===== config.mk =====
export PLATFORM = sky130hd
export DESIGN_NAME = ycbcr_420_lossy_dpcm_encoder
export DESIGN_NICKNAME = d
export VERILOG_FILES = /design/src/hdl/ydpcm_pkg.sv /design/src/hdl/ydpcm_csc.sv /design/src/hdl/ydpcm_dpcm.sv /design/src/hdl/ycbcr_420_lossy_dpcm_encoder.sv
export SDC_FILE = /design/constraint.sdc
export NUM_CORES = 1
export LEC_CHECK = 0
export BUFFER_PORTS_ARGS = -buffer_cell sky130_fd_sc_hd__buf_2
export CAP_MARGIN = 10
export CORE_MARGIN = 1.5
export CORE_UTILIZATION = 23
export DETAILED_ROUTE_END_ITERATION = 8
export SLEW_MARGIN = 20
export SYNTH_ARGS = -nofsm -noshare
export SYNTH_HDL_FRONTEND = slang
export SYNTH_SLANG_ARGS = --single-unit

===== constraint.sdc =====
create_clock -name i_clk -period 29.1 [get_ports i_clk]
set_input_delay 2.91 -clock i_clk [delete_from_list [all_inputs] [get_ports i_clk]]
set_output_delay 2.91 -clock i_clk [all_outputs]
set_load 0.05 [all_outputs]

===== src/hdl/ydpcm_pkg.sv =====
// Shared types, constants and colour-conversion coefficients for the YCbCr 4:2:0 DPCM encoder.
package ydpcm_pkg;

    // Default for the largest supported row length
    localparam int DEF_MAX_WIDTH = 4096;

    // Field and port widths
    localparam int PIX_W      = 8;
    localparam int RES_W      = 9;
    localparam int SHIFT_W    = 3;
    localparam int IWIDTH_W   = 13;
    localparam int CFG_IDX_W  = 2;
    localparam int CFG_DATA_W = 13;
    localparam int PROD_W     = 24;
    localparam int SUM_W      = 25;

    // Configuration register indexes
    typedef enum logic [CFG_IDX_W-1:0] {
        CFG_IMAGE_WIDTH = 2'd0,
        CFG_LUMA_SHIFT  = 2'd1,
        CFG_CB_SHIFT    = 2'd2,
        CFG_CR_SHIFT    = 2'd3
    } t_cfg_idx;

    localparam logic [IWIDTH_W-1:0] RST_IMAGE_WIDTH = 13'd640;

    // BT.601 full-range coefficients, Q16
    localparam logic [15:0] C_Y_R  = 16'd19595;
    localparam logic [15:0] C_Y_G  = 16'd38470;
    localparam logic [15:0] C_Y_B  = 16'd7471;
    localparam logic [15:0] C_CB_R = 16'd11058;
    localparam logic [15:0] C_CB_G = 16'd21710;
    localparam logic [15:0] C_CB_B = 16'd32768;
    localparam logic [15:0] C_CR_R = 16'd32768;
    localparam logic [15:0] C_CR_G = 16'd27439;
    localparam logic [15:0] C_CR_B = 16'd5329;
    // 128 in Q16, chroma offset
    localparam logic [SUM_W-1:0] CHROMA_OFS = 25'd8388608;

    typedef struct packed {
        logic [IWIDTH_W-1:0] image_width;
        logic [SHIFT_W-1:0]  luma_shift;
        logic [SHIFT_W-1:0]  cb_shift;
        logic [SHIFT_W-1:0]  cr_shift;
    } t_cfg;

    typedef struct packed {
        logic [PIX_W-1:0] red;
        logic [PIX_W-1:0] green;
        logic [PIX_W-1:0] blue;
        logic             frame_start;
    } t_rgb;

    typedef struct packed {
        logic [PIX_W-1:0] y;
        logic [PIX_W-1:0] cb;
        logic [PIX_W-1:0] cr;
        logic             frame_start;
    } t_ycc;

endpackage


===== src/hdl/ydpcm_csc.sv =====
// Two-stage RGB to YCbCr converter: registered products, then registered sums.
module ydpcm_csc
    import ydpcm_pkg::*;
(
    input  logic i_clk,
    input  logic i_rst_n,
    input  logic i_valid,
    output logic o_stall,
    input  t_rgb i_pix,
    output logic o_valid,
    input  logic i_stall,
    output t_ycc o_ycc
);

    logic              r_p_valid;
    logic              r_p_fs;
    logic [PROD_W-1:0] r_y_r, r_y_g, r_y_b;
    logic [PROD_W-1:0] r_cb_r, r_cb_g, r_cb_b;
    logic [PROD_W-1:0] r_cr_r, r_cr_g, r_cr_b;
    logic              r_c_valid;
    t_ycc              r_ycc;

    logic              s2_adv;
    logic              s1_adv;
    logic [SUM_W-1:0]  n_y_sum;
    logic [SUM_W-1:0]  n_cb_sum;
    logic [SUM_W-1:0]  n_cr_sum;

    // Stage advance: a stage moves when it is empty or its successor moves
    assign s2_adv  = !r_c_valid || !i_stall;
    assign s1_adv  = !r_p_valid || s2_adv;
    assign o_stall = !s1_adv;

    // Product stage
    always_ff @(posedge i_clk) begin
        if (!i_rst_n) begin
            r_p_valid <= 1'b0;
        end else if (s1_adv) begin
            r_p_valid <= i_valid;
        end
        if (s1_adv && i_valid) begin
            r_p_fs <= i_pix.frame_start;
            r_y_r  <= PROD_W'(i_pix.red)   * PROD_W'(C_Y_R);
            r_y_g  <= PROD_W'(i_pix.green) * PROD_W'(C_Y_G);
            r_y_b  <= PROD_W'(i_pix.blue)  * PROD_W'(C_Y_B);
            r_cb_r <= PROD_W'(i_pix.red)   * PROD_W'(C_CB_R);
            r_cb_g <= PROD_W'(i_pix.green) * PROD_W'(C_CB_G);
            r_cb_b <= PROD_W'(i_pix.blue)  * PROD_W'(C_CB_B);
            r_cr_r <= PROD_W'(i_pix.red)   * PROD_W'(C_CR_R);
            r_cr_g <= PROD_W'(i_pix.green) * PROD_W'(C_CR_G);
            r_cr_b <= PROD_W'(i_pix.blue)  * PROD_W'(C_CR_B);
        end
    end

    // Weighted sums; chroma sums never go negative, so the modulo result is exact
    always_comb begin
        n_y_sum  = SUM_W'(r_y_r) + SUM_W'(r_y_g) + SUM_W'(r_y_b);
        n_cb_sum = CHROMA_OFS + SUM_W'(r_cb_b) - SUM_W'(r_cb_r) - SUM_W'(r_cb_g);
        n_cr_sum = CHROMA_OFS + SUM_W'(r_cr_r) - SUM_W'(r_cr_g) - SUM_W'(r_cr_b);
    end

    // Sum stage, Q16 truncated to integer
    always_ff @(posedge i_clk) begin
        if (!i_rst_n) begin
            r_c_valid <= 1'b0;
        end else if (s2_adv) begin
            r_c_valid <= r_p_valid;
        end
        if (s2_adv && r_p_valid) begin
            r_ycc.y           <= n_y_sum[23:16];
            r_ycc.cb          <= n_cb_sum[23:16];
            r_ycc.cr          <= n_cr_sum[23:16];
            r_ycc.frame_start <= r_p_fs;
        end
    end

    assign o_valid = r_c_valid;
    assign o_ycc   = r_ycc;

endmodule


===== src/hdl/ydpcm_dpcm.sv =====
// Closed-loop DPCM stage with row/column tracking, 4:2:0 chroma selection and result register.
module ydpcm_dpcm
    import ydpcm_pkg::*;
#(
    parameter int MAX_WIDTH = DEF_MAX_WIDTH
) (
    input  logic                    i_clk,
    input  logic                    i_rst_n,
    input  t_cfg                    i_cfg,
    input  logic                    i_valid,
    output logic                    o_stall,
    input  t_ycc                    i_ycc,
    output logic                    o_valid,
    input  logic                    i_stall,
    output logic signed [RES_W-1:0] o_luma_residual,
    output logic signed [RES_W-1:0] o_cb_residual,
    output logic signed [RES_W-1:0] o_cr_residual,
    output logic                    o_chroma_valid
);

    localparam int CW = $clog2(MAX_WIDTH);

    logic [CW-1:0]           r_col;
    logic                    r_odd;
    logic [PIX_W-1:0]        r_prev_y;
    logic [PIX_W-1:0]        r_prev_cb;
    logic [PIX_W-1:0]        r_prev_cr;
    logic                    r_out_valid;
    logic signed [RES_W-1:0] r_luma;
    logic signed [RES_W-1:0] r_cb;
    logic signed [RES_W-1:0] r_cr;
    logic                    r_chroma;

    logic                    adv;
    logic                    fire;
    logic [CW-1:0]           col_cur;
    logic                    odd_cur;
    logic                    first;
    logic                    chroma;
    logic [CW:0]             col_inc;
    logic [31:0]             width_raw;
    logic [31:0]             width_eff;
    logic                    wrap;
    logic [CW-1:0]           n_col;
    logic                    n_odd;
    logic [RES_W+PIX_W-1:0]  y_step;
    logic [RES_W+PIX_W-1:0]  cb_step;
    logic [RES_W+PIX_W-1:0]  cr_step;

    // One channel step: {residual, new reconstruction}
    function automatic logic [RES_W+PIX_W-1:0] dpcm_step(
        input logic [PIX_W-1:0]   sample,
        input logic [PIX_W-1:0]   prev,
        input logic [SHIFT_W-1:0] sh,
        input logic               is_first
    );
        logic signed [RES_W-1:0] diff;
        logic signed [RES_W-1:0] res;
        logic        [RES_W-1:0] back;
        logic        [PIX_W-1:0] rec;
        diff = $signed({1'b0, sample}) - $signed({1'b0, prev});
        res  = diff >>> sh;
        back = RES_W'(res << sh);
        rec  = prev + back[PIX_W-1:0];
        if (is_first) begin
            res = $signed({1'b0, sample});
            rec = sample;
        end
        return {res, rec};
    endfunction

    assign adv     = !r_out_valid || !i_stall;
    assign fire    = adv && i_valid;
    assign o_stall = !adv;

    // Position of this pixel; a frame start forces row 0, column 0
    always_comb begin
        col_cur = i_ycc.frame_start ? '0 : r_col;
        odd_cur = i_ycc.frame_start ? 1'b0 : r_odd;
        first   = (col_cur == '0);
        chroma  = !odd_cur && !col_cur[0];
    end

    // Effective width clamped to 1..MAX_WIDTH, and the column step
    always_comb begin
        width_raw = 32'(i_cfg.image_width);
        if (width_raw == 32'd0) begin
            width_eff = 32'd1;
        end else if (width_raw > 32'(MAX_WIDTH)) begin
            width_eff = 32'(MAX_WIDTH);
        end else begin
            width_eff = width_raw;
        end
        col_inc = {1'b0, col_cur} + (CW+1)'(1);
        wrap    = 32'(col_inc) >= width_eff;
        n_col   = wrap ? '0 : col_inc[CW-1:0];
        n_odd   = odd_cur ^ wrap;
    end

    // Per-channel DPCM
    always_comb begin
        y_step  = dpcm_step(i_ycc.y,  r_prev_y,  i_cfg.luma_shift, first);
        cb_step = dpcm_step(i_ycc.cb, r_prev_cb, i_cfg.cb_shift,   first);
        cr_step = dpcm_step(i_ycc.cr, r_prev_cr, i_cfg.cr_shift,   first);
    end

    // State and result register
    always_ff @(posedge i_clk) begin
        if (!i_rst_n) begin
            r_out_valid <= 1'b0;
            r_col       <= '0;
            r_odd       <= 1'b0;
            r_prev_y    <= '0;
            r_prev_cb   <= '0;
            r_prev_cr   <= '0;
        end else begin
            if (adv) begin
                r_out_valid <= i_valid;
            end
            if (fire) begin
                r_col    <= n_col;
                r_odd    <= n_odd;
                r_prev_y <= y_step[PIX_W-1:0];
                // chroma predictors hold on pixels without chroma
                if (chroma) begin
                    r_prev_cb <= cb_step[PIX_W-1:0];
                    r_prev_cr <= cr_step[PIX_W-1:0];
                end
            end
        end
        if (fire) begin
            r_luma   <= $signed(y_step[RES_W+PIX_W-1:PIX_W]);
            r_cb     <= chroma ? $signed(cb_step[RES_W+PIX_W-1:PIX_W]) : '0;
            r_cr     <= chroma ? $signed(cr_step[RES_W+PIX_W-1:PIX_W]) : '0;
            r_chroma <= chroma;
        end
    end

    assign o_valid         = r_out_valid;
    assign o_luma_residual = r_luma;
    assign o_cb_residual   = r_cb;
    assign o_cr_residual   = r_cr;
    assign o_chroma_valid  = r_chroma;

endmodule


===== src/hdl/ycbcr_420_lossy_dpcm_encoder.sv =====
// Path: a pixel passes the input register, product stage, sum stage and DPCM stage in order.
// Throughput: one pixel per cycle while the output is not stalled; each of these stages
// holds one transaction, and an empty stage still takes a pixel while the output waits.
// The DPCM reconstruction loop (subtract, shift, add) closes within the last stage.
// Reset (synchronous, active low) empties the pipeline, clears row, column and predictors,
// and loads the register defaults (width 640, all shifts 0).
module ycbcr_420_lossy_dpcm_encoder
    import ydpcm_pkg::*;
#(
    parameter int MAX_WIDTH = DEF_MAX_WIDTH
) (
    input  logic                    i_clk,
    input  logic                    i_rst_n,
    input  logic                    i_cfg_we,
    input  logic [CFG_IDX_W-1:0]    i_cfg_index,
    input  logic [CFG_DATA_W-1:0]   i_cfg_data,
    input  logic                    i_in_valid,
    output logic                    o_in_stall,
    input  logic [PIX_W-1:0]        i_red,
    input  logic [PIX_W-1:0]        i_green,
    input  logic [PIX_W-1:0]        i_blue,
    input  logic                    i_frame_start,
    output logic                    o_out_valid,
    input  logic                    i_out_stall,
    output logic signed [RES_W-1:0] o_luma_residual,
    output logic signed [RES_W-1:0] o_cb_residual,
    output logic signed [RES_W-1:0] o_cr_residual,
    output logic                    o_chroma_valid
);

    t_cfg r_cfg;
    logic r_in_valid;
    t_rgb r_in;

    logic in_adv;
    logic csc_stall;
    logic csc_valid;
    t_ycc csc_ycc;
    logic dpcm_stall;

    // Configuration registers
    always_ff @(posedge i_clk) begin
        if (!i_rst_n) begin
            r_cfg.image_width <= RST_IMAGE_WIDTH;
            r_cfg.luma_shift  <= '0;
            r_cfg.cb_shift    <= '0;
            r_cfg.cr_shift    <= '0;
        end else if (i_cfg_we) begin
            case (i_cfg_index)
                CFG_IMAGE_WIDTH: r_cfg.image_width <= i_cfg_data[IWIDTH_W-1:0];
                CFG_LUMA_SHIFT:  r_cfg.luma_shift  <= i_cfg_data[SHIFT_W-1:0];
                CFG_CB_SHIFT:    r_cfg.cb_shift    <= i_cfg_data[SHIFT_W-1:0];
                CFG_CR_SHIFT:    r_cfg.cr_shift    <= i_cfg_data[SHIFT_W-1:0];
                default: ;
            endcase
        end
    end

    // Input register
    assign in_adv     = !r_in_valid || !csc_stall;
    assign o_in_stall = !in_adv;

    always_ff @(posedge i_clk) begin
        if (!i_rst_n) begin
            r_in_valid <= 1'b0;
        end else if (in_adv) begin
            r_in_valid <= i_in_valid;
        end
        if (in_adv && i_in_valid) begin
            r_in.red         <= i_red;
            r_in.green       <= i_green;
            r_in.blue        <= i_blue;
            r_in.frame_start <= i_frame_start;
        end
    end

    ydpcm_csc u_csc (
        .i_clk   (i_clk),
        .i_rst_n (i_rst_n),
        .i_valid (r_in_valid),
        .o_stall (csc_stall),
        .i_pix   (r_in),
        .o_valid (csc_valid),
        .i_stall (dpcm_stall),
        .o_ycc   (csc_ycc)
    );

    ydpcm_dpcm #(
        .MAX_WIDTH (MAX_WIDTH)
    ) u_dpcm (
        .i_clk           (i_clk),
        .i_rst_n         (i_rst_n),
        .i_cfg           (r_cfg),
        .i_valid         (csc_valid),
        .o_stall         (dpcm_stall),
        .i_ycc           (csc_ycc),
        .o_valid         (o_out_valid),
        .i_stall         (i_out_stall),
        .o_luma_residual (o_luma_residual),
        .o_cb_residual   (o_cb_residual),
        .o_cr_residual   (o_cr_residual),
        .o_chroma_valid  (o_chroma_valid)
    );

endmodule


==> impl_metrics.py <==
metrics = {
    "run_status": {
        "status": "completed",
    },
    "sta": {
        "slew_viol_final": 0,
        "fin_crit_sh_pct": 23.3,
        "setup_tns_ps": 0,
        "tightest_slew_ps": 973,
        "hold_viol": 0,
        "rsz0062_at_grt": "no",
        "skew_ps": 18.7,
        "slew_headroom_pct": 34.3,
        "fmax_ghz": 0.147,
        "fin_crit_ps": 6780,
        "setup_viol": 0,
    },
    "detailed_routing": {
        "dr.pass1.iters": 5,
        "drtAntennaViolNets": 0,
        "dr.first_iter.drc_count": 1050,
        "routed_wl_um": 66900,
        "route.detailed.drc": 0,
        "via_per_inst": 4.42,
        "routedWlPerCell_um": 14.7,
        "vias": 20100,
    },
    "yosys": {
        "synth_compound_area_share_pct": 12.0,
        "syn-cell-area_sq_um": 28400,
        "synth_xor_xnor_area_share_pct": 4.90,
        "synth-edff-count": 235,
        "ys_seq_area_share_pct": 29.3,
        "yosys.area_share.simple_pct": 10.4,
        "synth_seq_cells": 298,
        "synth_mux_area_share_pct": 1.44,
        "yosys_warnings": 0,
        "synth-main-ff-cell": "edfxtp_1",
        "async_flop_share_pct": 0,
        "ys_types": 73,
        "synth_top_family_by_area": "adder cells",
        "synthAdderAreaFrac_pct": 35.3,
        "syn_nets": 3548,
        "syn_area_per_cell_sq_um": 10.1,
        "syn_inst": 2815,
    },
    "cts": {
        "cts_resized": 0,
        "cts_setup_buffers": 0,
        "clk_latency_ps": 580,
        "root_buffer": "clkbuf_16",
        "cts_buffer_depth": 3,
        "cts_made_buffers": 39,
        "clock-sinks": 298,
        "cts_tree": "built",
        "postCtsHoldBufs": 0,
        "htree_levels": 2,
        "clk_pin_slew_worst_paths_ps": 60,
    },
    "power": {
        "power.total_mw": 2.99,
        "p_leak_nw": 14.4,
        "power.density_nw_per_um2": 93.2,
        "peakVddDrop_mv": 0.0403,
    },
    "critical_path": {
        "worstSetupStartpointType": "input port",
        "critPathKind": "input port to primary output",
        "critPathArrivalTime_ps": 3870,
        "end_kind": "primary output",
        "cp_max_fo": 5,
        "worstPathRequired_ps": 26190,
        "r2r_start": "r_in[21]",
        "crit_start": "i_out_stall",
    },
    "grt": {
        "grt_pass1_vias": 19900,
        "grt_busiest_layer": "met2",
        "antenna_found_initial": 9,
        "grt-ovfl-total": 0,
        "grt_use_met2_pct": 17.5,
        "grt_max_degree": 84,
        "grt_pass1_wl_um": 107000,
        "use_met1_pct": 14.5,
        "grt_util_all_layers_pct": 10.7,
        "use_met3_pct": 1.65,
    },
    "floorplan": {
        "dieArea_sq_um": 126000,
        "die_w_um": 354,
        "dieHeight_um": 354,
        "num_io_pins": 75,
        "start_util_pct": 23.2,
        "core_sq_um": 122000,
        "num_rows": 128,
    },
    "worst_hold_path": {
        "worstHoldStart": "r_in[0]",
        "hold_path_class": "flip-flop to flip-flop",
    },
    "place": {
        "port_buffers": 74,
        "dp.cells": 4477,
        "gp_congestion": 0.874,
        "dp_hpwl_um": 53800,
    },
    "finish": {
        "layout.nets": 3626,
        "layout.cells.non_filler": 4548,
        "areaGrowthSynthToFinish_pct": 12.8,
        "final_layout_size_suffix_gt1_share_pct": 6.61,
    },
    "job": {
        "maxCapViolCount": 0,
    },
}
[cell families after synthesis]
kind of cell,after synthesis
compound gates,519
fa+ha+maj,688
buf+inv,503
flops,298
mux,28
xor+xnor,159
simple gates,620
[layer usage]
layer,wire [um],vias to the layer above
li1,-,10000
met3,2810,103
met5,108,-
met2,30600,314
met1,31800,9650
met4,1650,16
[sequential cells by signal, indices dropped and copies added (netlist names), 7 cells and up]
| register | flops |
|---|---|
| u_csc.r_cb_g | 20 |
| u_csc.r_cb_r | 20 |
| u_csc.r_cr_g | 20 |
| u_csc.r_cb_b | 7 |
| r_in | 25 |
| u_dpcm.o_luma_residual | 9 |
| u_csc.r_y_g | 23 |
| u_dpcm.o_cb_residual | 9 |
| u_csc.o_ycc | 25 |
| u_dpcm.r_prev_y | 8 |
| u_dpcm.r_col | 12 |
| r_cfg | 22 |
| u_dpcm.r_prev_cr | 8 |
| u_csc.r_cr_b | 17 |
| u_csc.r_y_r | 23 |
| u_dpcm.r_prev_cb | 8 |
| u_csc.r_y_b | 21 |
| u_dpcm.o_cr_residual | 9 |
[cell usage in the layout (no fill, tap or decap), types with 42 or more instances in the layout]
cell type  instances
dfxtp_1           63
o21ai_0           88
nand2_1          161
nor2_1           177
a21oi_1          152
xor2_1            47
edfxtp_1         235
fa_1             188
ha_1             500
xnor2_1          112
nand3_1           64
nor3_1            42
inv_1            449
clkbuf_16         44
buf_2             74
[worst max-delay path, cell delays in order]
cell and delay (ps):
buf_2 100, and3_1 290, and3_1 280, buf_2 290
[path summary, 6_finish.rpt]
path / end / slack, ps / depth (start not counted)
worst max-delay path: o_in_stall / 22320 / 4
worst max register to register: u_csc.r_cb_r[21] / 23660 / 15
worst min-delay path: u_csc.r_p_fs / 420 / 0
worst min register to register: u_csc.r_p_fs / 420 / 0
[area by class of cell]
class / instances / area (sq um)
timing repair buffer: 87 / 472
sequential: 298 / 8320
fill: 12800 / 90200
antenna: 1 / 2.50
clock inverter: 15 / 134
clock buffer: 55 / 1140
tap: 1625 / 2030
inverter: 453 / 1700
multi-input combinational: 2014 / 18200
[synthesized netlist by cell type (all sizes together) (25+ instances only)]
| master | n | area share [%] |
|---|---|---|
| nor2 | 177 | 2.3 |
| fa | 188 | 13 |
| nand3 | 64 | 1.1 |
| nor3 | 42 | 0.74 |
| a211oi | 40 | 1.1 |
| nor2b | 30 | 0.66 |
| a21o | 36 | 0.95 |
| clkbuf | 43 | 0.57 |
| xnor2 | 112 | 3.5 |
| xor2 | 47 | 1.4 |
| a21oi | 152 | 2.7 |
| nand2 | 161 | 2.1 |
| edfxtp | 235 | 25 |
| o21ai | 90 | 1.6 |
| nand2b | 25 | 0.55 |
| dfxtp | 63 | 4.4 |
| ha | 500 | 22 |
| inv | 450 | 5.9 |
| o21a | 38 | 1.0 |
[power breakdown]
part	switching [mW]	leakage, nW	internal, mW
Sequential	0.0603	2.71	0.646
Combinational	1.01	11.0	0.786
Clock	0.198	0.619	0.285
[per-stage QoR]
stage / area, sq um / worst slack, ps / utilization, % / hold slack, ps
2_1_floorplan: 28400 / 13730 / - / 400
3_5_place_dp: 30800 / 22320 / 25.2 / 406
4_1_cts: 32000 / 22320 / 26.2 / 416
3_3_place_gp: 30800 / 22310 / 25.2 / 405
6_report: 32000 / 22320 / 26.2 / 416
5_1_grt: 32000 / 22250 / 26.2 / 434
(Power assumes the default switching activity.)
